## src/hdl/bsrfc_pkg.sv

```systemverilog
`timescale 1ns / 1ps
// shared types, register indexes and bcd helpers for the frame checker
// no dependencies

package bsrfc_pkg;

	// register indexes on the configuration port
	localparam logic [1:0] REG_START   = 2'd0;
	localparam logic [1:0] REG_STOP    = 2'd1;
	localparam logic [1:0] REG_STATION = 2'd2;

	// reset values of the registers
	localparam logic [7:0] START_RST   = 8'd2;
	localparam logic [7:0] STOP_RST    = 8'd3;
	localparam logic [6:0] STATION_RST = 7'd1;

	// fewest body bytes that allow the full set of checks
	localparam int MIN_BODY_BYTES = 4;
	// widest body length that the result word carries
	localparam logic [6:0] LEN_SAT = 7'd127;

	typedef enum logic [2:0] {
		ST_OK       = 3'd0,
		ST_TOO_SHORT = 3'd1,
		ST_STATION  = 3'd2,
		ST_LENGTH   = 3'd3,
		ST_CHECKSUM = 3'd4
	} status_t;

	typedef struct packed {
		logic [7:0] start_char;
		logic [7:0] stop_char;
		logic [6:0] expected_station;
	} cfg_t;

	typedef struct packed {
		status_t    frame_status;
		logic [6:0] body_length;
		logic       ack_is_zero;
	} res_t;

	// two bcd digits to binary, nibbles above nine taken as they are
	function automatic logic [7:0] bcd_value(input logic [7:0] b);
		logic [7:0] hi;
		hi = {4'b0, b[7:4]};
		bcd_value = (hi << 3) + (hi << 1) + {4'b0, b[3:0]};
	endfunction

	// binary 0..99 to two bcd digits, tens by reciprocal multiply
	function automatic logic [7:0] bin_to_bcd(input logic [6:0] x);
		logic [15:0] prod;
		logic [3:0]  tens;
		logic [7:0]  tens10;
		logic [7:0]  ones;
		prod   = {9'b0, x} * 16'd205;
		tens   = prod[14:11];
		tens10 = ({4'b0, tens} << 3) + ({4'b0, tens} << 1);
		ones   = {1'b0, x} - tens10;
		bin_to_bcd = {tens, ones[3:0]};
	endfunction

	// sum below 300 reduced mod 100
	function automatic logic [6:0] mod100(input logic [8:0] s);
		logic [8:0] r;
		if (s >= 9'd200) begin
			r = s - 9'd200;
		end else if (s >= 9'd100) begin
			r = s - 9'd100;
		end else begin
			r = s;
		end
		mod100 = r[6:0];
	endfunction

endpackage

```

## src/hdl/bsrfc_frame_ctl.sv

```systemverilog
`timescale 1ns / 1ps
// frame tracking state and verdict logic, one byte per cycle while step is high
// depends on bsrfc_pkg

module bsrfc_frame_ctl #(
	parameter int MAX_BODY_BYTES = 127
) (
	input  logic               clk,
	input  logic               arst_n,
	input  logic               step,
	input  logic [7:0]         rx_byte,
	input  bsrfc_pkg::cfg_t    cfg,
	output logic               is_stop,
	output bsrfc_pkg::res_t    res
);
	import bsrfc_pkg::*;

	// counter holds MAX_BODY_BYTES + 1 as the overlong mark
	localparam int CNT_W = $clog2(MAX_BODY_BYTES + 2);
	localparam int EXT_W = 9;
	localparam logic [CNT_W-1:0] CNT_MAX  = CNT_W'(MAX_BODY_BYTES);
	localparam logic [CNT_W-1:0] CNT_OVER = CNT_W'(MAX_BODY_BYTES + 1);

	logic             in_frame_q;
	logic [CNT_W-1:0] count_q;
	logic [6:0]       sum_q;
	logic [7:0]       held_q;
	logic [7:0]       station_q;
	logic [7:0]       length_q;
	logic [7:0]       ack_q;

	logic [EXT_W-1:0] n_ext;
	logic [6:0]       sum_next;
	status_t          status;

	assign is_stop  = in_frame_q && (rx_byte == cfg.stop_char);
	assign sum_next = mod100({2'b0, sum_q} + {1'b0, bcd_value(held_q)});
	assign n_ext    = EXT_W'(count_q);

	// frame state update
	always_ff @(posedge clk or negedge arst_n) begin
		if (!arst_n) begin
			in_frame_q <= 1'b0;
			count_q    <= '0;
			sum_q      <= '0;
			held_q     <= '0;
			station_q  <= '0;
			length_q   <= '0;
			ack_q      <= '0;
		end else if (step) begin
			if (!in_frame_q) begin
				if (rx_byte == cfg.start_char) begin
					in_frame_q <= 1'b1;
					count_q    <= '0;
					sum_q      <= '0;
					held_q     <= '0;
					station_q  <= '0;
					length_q   <= '0;
					ack_q      <= '0;
				end
			end else if (rx_byte != cfg.stop_char) begin
				if (count_q >= CNT_MAX) begin
					count_q <= CNT_OVER;
				end else begin
					if (count_q != '0) begin
						sum_q <= sum_next;
					end
					held_q <= rx_byte;
					if (count_q == CNT_W'(0)) begin
						station_q <= rx_byte;
					end
					if (count_q == CNT_W'(1)) begin
						length_q <= rx_byte;
					end
					if (count_q == CNT_W'(2)) begin
						ack_q <= rx_byte;
					end
					count_q <= count_q + CNT_W'(1);
				end
			end else begin
				in_frame_q <= 1'b0;
			end
		end
	end

	// verdict, checks in priority order
	always_comb begin
		priority if (n_ext < EXT_W'(MIN_BODY_BYTES)) begin
			status = ST_TOO_SHORT;
		end else if (bcd_value(station_q) != {1'b0, cfg.expected_station}) begin
			status = ST_STATION;
		end else if ((n_ext > EXT_W'(MAX_BODY_BYTES)) ||
			({1'b0, bcd_value(length_q)} != n_ext)) begin
			status = ST_LENGTH;
		end else if (held_q != bin_to_bcd(sum_q)) begin
			status = ST_CHECKSUM;
		end else begin
			status = ST_OK;
		end
	end

	assign res.frame_status = status;
	assign res.body_length  = (n_ext > EXT_W'(LEN_SAT)) ? LEN_SAT : n_ext[6:0];
	assign res.ack_is_zero  = (n_ext >= EXT_W'(3)) && (ack_q == 8'h00);

endmodule

```

## config.mk

```make
export PLATFORM = sky130hd
export DESIGN_NAME = bsrfc_frame_ctl
export DESIGN_NICKNAME = d
export VERILOG_FILES = /design/src/hdl/bsrfc_pkg.sv /design/src/hdl/bsrfc_frame_ctl.sv
export SDC_FILE = /design/constraint.sdc
export NUM_CORES = 1
export LEC_CHECK = 0
export BUFFER_PORTS_ARGS = -buffer_cell sky130_fd_sc_hd__buf_2
export CAP_MARGIN = 20
export CORE_ASPECT_RATIO = 1.2
export CORE_UTILIZATION = 55
export DETAILED_ROUTE_END_ITERATION = 7
export PLACE_DENSITY = 0.85
export SYNTH_ARGS = -nofsm -noshare
export SYNTH_HDL_FRONTEND = slang
export SYNTH_SLANG_ARGS = --single-unit
```

## constraint.sdc

```tcl
create_clock -name clk -period 5.1 [get_ports clk]
set_clock_uncertainty 0.2 [all_clocks]
set_input_delay 0.51 -clock clk [delete_from_list [all_inputs] [get_ports clk]]
set_output_delay 0.51 -clock clk [all_outputs]
set_load 0.03 [all_outputs]
```

Word-level counts from Yosys, hierarchy flattened
Cells that the tools add are included.
{"block": "totals", "register_bits": 48, "input_bits": 34}
{"block": "classes", "add_sub_neg": 12, "eq_ne": 14, "multipliers": 1, "n_reduce_logical": 13, "mux": 34, "magnitude_cmp": 6}
{"cell": "8-bit 2-to-1 mux", "count": 19}
{"cell": "7-bit 2-to-1 mux", "count": 8}
{"cell": "7-bit by 5-bit adder with 8-bit output", "count": 3}
{"cell": "8-bit by 4-bit adder with 8-bit output", "count": 3}
{"cell": "8-bit inequality test", "count": 3}
{"cell": "5-bit AND reduction", "count": 4}
{"cell": "8-bit equality test", "count": 2}
{"cell": "8-bit zero test", "count": 2}
{"cell": "7-bit by 8-bit multiplier with 15-bit output (second input constant)", "count": 1}
{"cell": "7-bit subtractor (second input constant)", "count": 2}
{"cell": "3-bit 2-to-1 mux", "count": 4}
{"cell": "2-bit by 1-bit inequality test with 1-bit output (second input constant)", "count": 5}
{"cell": "7-bit by 8-bit adder with 9-bit output", "count": 1}
{"cell": "9-bit by 7-bit greater-or-equal comparator with 1-bit output (second input constant)", "count": 1}
{"cell": "9-bit by 8-bit greater-or-equal comparator with 1-bit output (second input constant)", "count": 1}
{"cell": "8-bit by 1-bit adder with 8-bit output (second input constant)", "count": 1}
{"cell": "8-bit by 1-bit equality test with 1-bit output (second input constant)", "count": 1}
{"cell": "8-bit by 2-bit equality test with 1-bit output (second input constant)", "count": 1}
{"cell": "8-bit by 2-bit greater-or-equal comparator with 1-bit output (second input constant)", "count": 1}
{"cell": "8-bit by 7-bit greater-or-equal comparator with 1-bit output (second input constant)", "count": 1}
{"cell": "8-bit by 7-bit > comparator with 1-bit output (second input constant)", "count": 1}
{"cell": "8-bit by 3-bit < comparator with 1-bit output (second input constant)", "count": 1}
{"cell": "8-bit by 7-bit inequality test with 1-bit output", "count": 1}
{"cell": "8-bit nonzero test", "count": 1}
{"cell": "9 further kinds", "count": 12}

Logic depth before layout (Yosys ltp)
Gate-level depths: netlist (run 1).
{"block": "logic_depth", "depth_word": 10, "mapped_depth": 20}

Worst setup path after synthesis (run 1)
OpenSTA, ideal clock, no wires.
{"block": "synth_path", "path_type": "register to output", "from": "reg sum_q[4]", "to": "out res[10] in the netlist's numbering", "required_time_ns": 4.390, "stages_incl_launch_ff": 20, "slack_ns": -0.515, "n_path_buf": 0, "arrival_time_ns": 4.905, "cell_sequence": "dfrtp_1 > ha_1 > ha_1 > fa_1 > inv_1 > fa_1 > inv_1 > ha_1 > a21oi_1 > a211oi_1 > o41a_1 > xor2_1 > ha_1 > nor3b_1 > a2111oi_0 > mux2i_1 > a21o_1 > and3_1 > mux2i_1 > o211a_1"}
{"element": "start, declared", "line": "bsrfc_frame_ctl.sv:26", "text": "logic [6:0] sum_q;"}
{"element": "start signal, assigned", "line": "bsrfc_frame_ctl.sv:66", "text": "sum_q <= sum_next;"}
{"element": "end, declared", "line": "bsrfc_frame_ctl.sv:14", "text": "output bsrfc_pkg::res_t res"}

==> summary.txt, run 1 <==
Die
  – Core ar.: 8198 µm²
  – Die Width: 86.40 µm
  – Die ar.: 8922 µm²
  – Placement row count: 36
  – Num ports: 46
  – Initial Util: 0.5734
  – Die H: 103.3 µm

Route
  – Final wirelength: 11140 µm
  – Router iterations before antenna repair: 4
  – Routed len/inst: 16.91 µm
  – Antenna Nets Post-Route: 0
  – # DRC: 0
  – Via density: 5.830
  – Routed via count: 3842
  – DR iter-0 viols: 170

Critical path
  – Worst Setup Path Type: flop to output pin
  – CP Cell Sequence: ha_4, fa_1, ha_1, inv_2, fa_1, inv_1, ha_4, nand3_2, a211oi_2, o41a_1, xor2_2, ha_1, nor3b_4, a2111oi_2, mux2i_1, a21o_1, and3_4, mux2i_1, o211a_2, buf_6
  – CP Data Required Time: 4.39 ns
  – Worst path bufs/invs: 3
  – Crit path largest cell delay: 0.49 ns
  – Crit Path Max Fanout: 3
  – FF-to-FF Start: sum_q[2]$_DFFE_PN0P_
  – R2r endpoint: sum_q[3]$_DFFE_PN0P_
  – Arrival time worst endpoint: 5.08 ns
  – Flop2flop setup slack: 0.45 ns
  – Slowest cell on crit path: fa_1
  – Critical path's top delay family: adder cells
  – Crit start category: flop
  – Crit path capture type: output pin
  – Reg2Reg Depth: 14

Global routing
  – First-pass GRT wire length: 18750 µm
  – Largest net degree at the start of global routing: 49
  – GRT Residual Overflow: 0
  – Vias in the first global route: 4070
  – Initial antenna violation count: 0
  – Gr usage total: 0.2708

Timing
  – Final Max Tran Viols: 0
  – # setup viols final: 1
  – TNS Setup: -0.6921 ns
  – FMAX: 172.6 MHz
  – Fin. Hold Viols: 0
  – RSZ-0062 raised after global routing: true
  – Setup slack after layout: -0.6921 ns
  – Final period utilization: 1.136
  – Shortest period the worst path allows: 5.792 ns
  – Least-Margin Pin Slew: 0.6567 ns
  – Max-slew headroom: 0.5609

Logic synthesis
  – Synth Cell Area: 4701 µm²
  – Number of flops mapped to enable cells by yosys: 0
  – Post-Syn Nets: 604
  – Register area share after synthesis: 0.2555
  – Syn avg cell area: 9.876 µm²
  – Synth warn: 0
  – Yosys reg bits: 48
  – Post-synth cell types: 62
  – Synthesized instance count: 476
  – Asr flop ratio synth: 1.000
  – Ys flop type: dfrtp_1

Place
  – HPWL after detailed placement: 8670 µm
  – Port buffer count: 45
  – Final Wtd Congestion: 0.8688

Hold path
  – Worst hold-check path type: primary input to asynchronous set/reset pin

Clock network
  – Clock slew at the register clock pins of the worst setup and hold paths: 0.08 ns
  – Clock Path Buffers: 2
  – Worst skew pair latency: 0.29 ns
  – Root buffer cell: clkbuf_8
  – Num CTS Buffers: 5
  – Htree depth: 2
  – CTS tree: yes
  – Clock sink count: 48

Cells and area
  – Layout cells sized above 1: 0.2404
  – Fin util: 0.6703
  – ANT cells: 0
  – Nets: 672
  – Layout area overhead: 16.90%

Run status
  – Failing checks: negative setup slack
  – Status: finished, violations left

Run
  – Max cap viols: 0
-- worst max path at each step --
stage | start | endpoint | slack (ns) | depth (start not counted)
2_1_floorplan | sum_q[6]$_DFFE_PN0P_ | res[10] | -0.30 | 19
3_3_place_gp | sum_q[5]$_DFFE_PN0P_ | res[10] | -0.40 | 20
3_5_place_dp | sum_q[5]$_DFFE_PN0P_ | res[10] | -0.60 | 20
4_1_cts | sum_q[5]$_DFFE_PN0P_ | res[10] | -0.67 | 20
5_1_grt | sum_q[4]$_DFFE_PN0P_ | res[10] | -0.88 | 20
6_report | sum_q[4]$_DFFE_PN0P_ | res[10] | -0.69 | 20
-- placed cells by master, fill, tap and decap left out, types with 3 or more instances in the layout --
cell and n:
nand3_1 7, nand2b_1 6, nor3_1 6, o21ai_1 5, a21oi_1 18, mux2_2 3
or2_2 6, o2bb2ai_1 18, xnor2_1 42, nor2_1 20, a21o_1 8, ha_4 9
buf_4 26, nand4_1 10, nor4_1 3, o21ai_0 12, or2_1 5, dfrtp_1 44
and3_4 3, mux2i_1 3, clkbuf_8 5, mux2_1 4, xor2_1 10, a22o_1 5
nand2_1 41, a21oi_2 4, nand3b_1 3, dfrtp_2 4, fa_1 17, inv_2 5
a311oi_1 3, buf_2 44, and3_1 3, inv_1 26, ha_1 66, nor2b_1 5
-- routing by layer --
metal	vias up	part of all wire	global-route usage
met4	0	0.037	0.1269
met2	129	0.52	0.4957
met5	-	0	0
met3	43	0.041	0.03492
li1	1830	-	-
met1	1840	0.40	0.3161
-- state kept, by name, summed over array words and instances, names as in the netlist --
| signal | cells |
|---|---|
| length_q | 8 |
| ack_q | 8 |
| station_q | 8 |
| count_q | 8 |
| in_frame_q | 1 |
| held_q | 8 |
| sum_q | 7 |
-- cells in the mapped netlist (all sizes together), types with 3 or more instances --
cell type	number	area share
ha	75	0.20
dfrtp	48	0.26
xnor2	42	0.078
nand2	41	0.033
inv	31	0.025
a21oi	24	0.030
nor2	21	0.017
fa	19	0.081
o2bb2ai	18	0.034
o21ai	17	0.018
or2	12	0.016
xor2	12	0.026
nand4	10	0.013
nand3	9	0.0096
a21o	8	0.013
mux2	7	0.017
and3	6	0.010
buf	6	0.0064
nand2b	6	0.0080
nor3	6	0.0064
a22o	5	0.0093
nor2b	5	0.0067
clkbuf	4	0.0032
nor4	4	0.0067
a211oi	3	0.0048
a311oi	3	0.0056
mux2i	3	0.0064
nand3b	3	0.0048
-- cell families after synthesis --
| logic type | Yosys count | share of synthesized area |
|---|---|---|
| AOI/OAI and AO/OA | 101 | 0.1637 |
| xor gates and xnor gates | 54 | 0.1046 |
| adders and majority gates | 94 | 0.2805 |
| buffers and inverters | 41 | 0.03433 |
| DFF | 48 | 0.2555 |
| muxes | 10 | 0.02316 |
| and+or+nand+nor | 128 | 0.1381 |
-- layout make-up --
class                      instances  area (µm²)
clock buffer                       7       76.32
clock inverter                     1       5.005
fill                             641        2703
inverter                          31       116.4
multi-input combinational        387        3522
sequential                        48        1206
tap                              114       142.6
timing repair buffer              71       426.7
-- timing repair --
item                       CTS  global route
hold buffers                 0             0
setup endpoints to repair    1             1
resized for setup           19            11
pin swaps                   16            12
buffers inserted             5             0
-- stage by stage --
stage / hold slack, ns / worst slack, ns / cells / area, µm²
after floorplan: 0.01441 / -0.3032 / 476 / 4732
after CTS: 0.1169 / -0.6662 / 659 / 5451
after global routing: 0.1335 / -0.8788 / 659 / 5495
after detailed placement: 0.2790 / -0.5964 / 646 / 5213
after global placement: 0.2757 / -0.3990 / 646 / 5213
final: 0.09522 / -0.6921 / 659 / 5495
Power of run 1 is not shown: default switching activity piles up to over one toggle a cycle in this logic, so the estimate is an artifact.
==> run 2, diff against run 1 <==
- MAX_ROUTING_LAYER: not set -> met4
- RECOVER_POWER: not set -> 25
==> run 2 against run 1 <==
Net effect:
- the flow finishes with violations (max-capacitance violations, max-slew violations, negative setup slack)
- sequential cell count stayed put
- via count rose by 0.21%
- first-iteration DRC count down 12%
- critical path depth unchanged
- register-to-register slack is essentially flat
- cell area is essentially flat
- global-route usage up 0.85 points
- fmax hardly changed
- sequential share of layout area hardly changed
- die area unchanged
- largest cell class unchanged
==> summary.txt, run 2 (synthesis results as in run 1) <==
Critical path
  – Slowest cell on crit path: fa_1
  – End point of the critical path: res[10]
  – Critical Path Stages: 20 (unchanged)
  – Critical path's top delay family: adder cells
  – Worst Setup Path Type: flop to output pin
  – CP startpoint: sum_q[4]$_DFFE_PN0P_
  – R2r endpoint: sum_q[3]$_DFFE_PN0P_
  – Crit start category: flop
  – Worst path bufs/invs: 3 (unchanged)
  – Crit path capture type: output pin
  – Reg2Reg Depth: 14 (unchanged)
  – Crit Path Max Fanout: 3 (unchanged)
  – Crit path largest cell delay: 0.49 ns (about the same)
  – CP Data Required Time: 4.39 ns (about the same)
  – FF-to-FF Start: sum_q[2]$_DFFE_PN0P_
  – Arrival time worst endpoint: 5.08 ns (about the same)
  – CP Cell Sequence: ha_4, fa_1, ha_1, inv_2, fa_1, inv_1, ha_4, nand3_2, a211oi_2, o41a_1, xor2_2, ha_1, nor3b_4, a2111oi_2, mux2i_1, a21o_1, and3_4, mux2i_1, o211a_2, buf_6
  – Flop2flop setup slack: 0.46 ns (about the same)

Route
  – DR iter-0 viols: 150 (-12%)
  – Routed len/inst: 16.92 µm (about the same)
  – Antenna Nets Post-Route: 0 (unchanged)
  – Router iterations before antenna repair: 4 (unchanged)
  – # DRC: 0 (unchanged)
  – Final wirelength: 11150 µm (about the same)
  – Routed via count: 3850 (+0.21%)
  – Via density: 5.842 (+0.21%)

Clock network
  – Htree depth: 2 (unchanged)
  – Clock Path Buffers: 2 (unchanged)
  – CTS tree: yes
  – Root buffer cell: clkbuf_8
  – Worst skew pair latency: 0.29 ns (about the same)
  – Clock sink count: 48 (unchanged)
  – Num CTS Buffers: 5 (unchanged)
  – Clock slew at the register clock pins of the worst setup and hold paths: 0.08 ns (about the same)

Run status
  – Failing checks: max-capacitance violations, max-slew violations, negative setup slack
  – Status: finished, violations left

Die
  – Num ports: 46 (unchanged)
  – Die Width: 86.40 µm (unchanged)
  – Placement row count: 36 (unchanged)
  – Die ar.: 8922 µm² (unchanged)
  – Core ar.: 8198 µm² (unchanged)
  – Die H: 103.3 µm (unchanged)
  – Initial Util: 0.5734 (unchanged)

Global routing
  – Vias in the first global route: 4076 (+0.15%)
  – Initial antenna violation count: 0 (unchanged)
  – Largest net degree at the start of global routing: 49 (unchanged)
  – First-pass GRT wire length: 18740 µm (about the same)
  – GRT Residual Overflow: 0 (unchanged)
  – Gr usage total: 0.2793 (+0.008457)

Cells and area
  – Nets: 672 (unchanged)
  – ANT cells: 0 (unchanged)
  – Most frequent cells in the layout: ha_1 (66), dfrtp_1 (44), buf_2 (44)
  – Layout area overhead: 16.82% (about the same)
  – Most common cell after layout, fill and taps aside: ha_1
  – Layout cells sized above 1: 0.2385 (-0.001835)

Place
  – Port buffer count: 45 (unchanged)
  – HPWL after detailed placement: 8670 µm (unchanged)
  – Post-Place Setup Slack: -0.5964 ns (unchanged)
  – Final Wtd Congestion: 0.8829 (+1.6%)

Run
  – Max cap viols: 1 (+1)

Timing
  – Shortest period the worst path allows: 5.793 ns (+0.0009500 ns)
  – Setup slack after layout: -0.6931 ns (-0.0009500 ns)
  – Fin. Hold Viols: 0 (unchanged)
  – Final period utilization: 1.136 (about the same)
  – FMAX: 172.6 MHz (about the same)
  – RSZ-0062 raised after global routing: true
  – # setup viols final: 1 (unchanged)
  – Final Max Tran Viols: 49 (+49)
  – Max-slew headroom: -0.6680 (-1.229)
  – Least-Margin Pin Slew: 2.502 ns (+1.845 ns)

Hold path
  – Worst hold-check path type: primary input to flop
[run 2: cell count changes in the layout (fill, tap and decap cells not counted), sizes merged]
cell    delta
buf        -1
clkbuf     +1
[run 2: what timing repair did]
action,CTS,global route
hold buffers,0,0
pin swaps,16,12
gates resized for setup,19,11
endpoints found under the setup margin,1,1
buffers inserted,5,0
[run 2: worst min-delay path by stage]
| stage | from | endpoint | slack [ns] | depth (start not counted) |
|---|---|---|---|---|
| 6_report | step | in_frame_q$_DFFE_PN0P_ | 0.21 | 2 |
| 5_1_grt | step | in_frame_q$_DFFE_PN0P_ | 0.22 | 2 |
| 4_1_cts | arst_n | ack_q[4]$_DFFE_PN0P_ | 0.12 | 2 |
| 3_5_place_dp | ack_q[3]$_DFFE_PN0P_ | ack_q[3]$_DFFE_PN0P_ | 0.28 | 1 |
| 3_3_place_gp | ack_q[5]$_DFFE_PN0P_ | ack_q[5]$_DFFE_PN0P_ | 0.28 | 1 |
| 2_1_floorplan | arst_n | ack_q[0]$_DFFE_PN0P_ | 0.01 | 0 |
[run 2: final cells by class]
type	count	area (µm²)
Multi-Input combinational cell	387	3522
Clock inverter	1	5.005
Clock buffer	7	76.32
Sequential cell	48	1206
Fill cell	641	2706
Timing Repair Buffer	71	422.9
Inverter	31	116.4
Tap cell	114	142.6
[run 2: routing by layer]
| layer | GRT usage | routed length [µm] |
|---|---|---|
| met5 | - | 0 |
| met3 | 0.03571 | 463 |
| met2 | 0.4951 | 5832 |
| met4 | 0.1269 | 420 |
| met1 | 0.3161 | 4438 |
[run 2: metrics by stage]
step                      hold slack, ns  TNS (ns)  utilization  instances  instance area [µm²]
after CTS                         0.1169   -0.6662       0.6650        659                 5451
after detailed placement          0.2790   -0.5964       0.6358        646                 5213
after global placement            0.2757   -0.3990       0.6358        646                 5213
final                             0.2089   -0.6931       0.6699        659                 5492
after floorplan                  0.01441   -0.3032            -        476                 4732
after global routing              0.2157   -0.8788       0.6699        659                 5492
Power of run 2 is left out for the same reason.
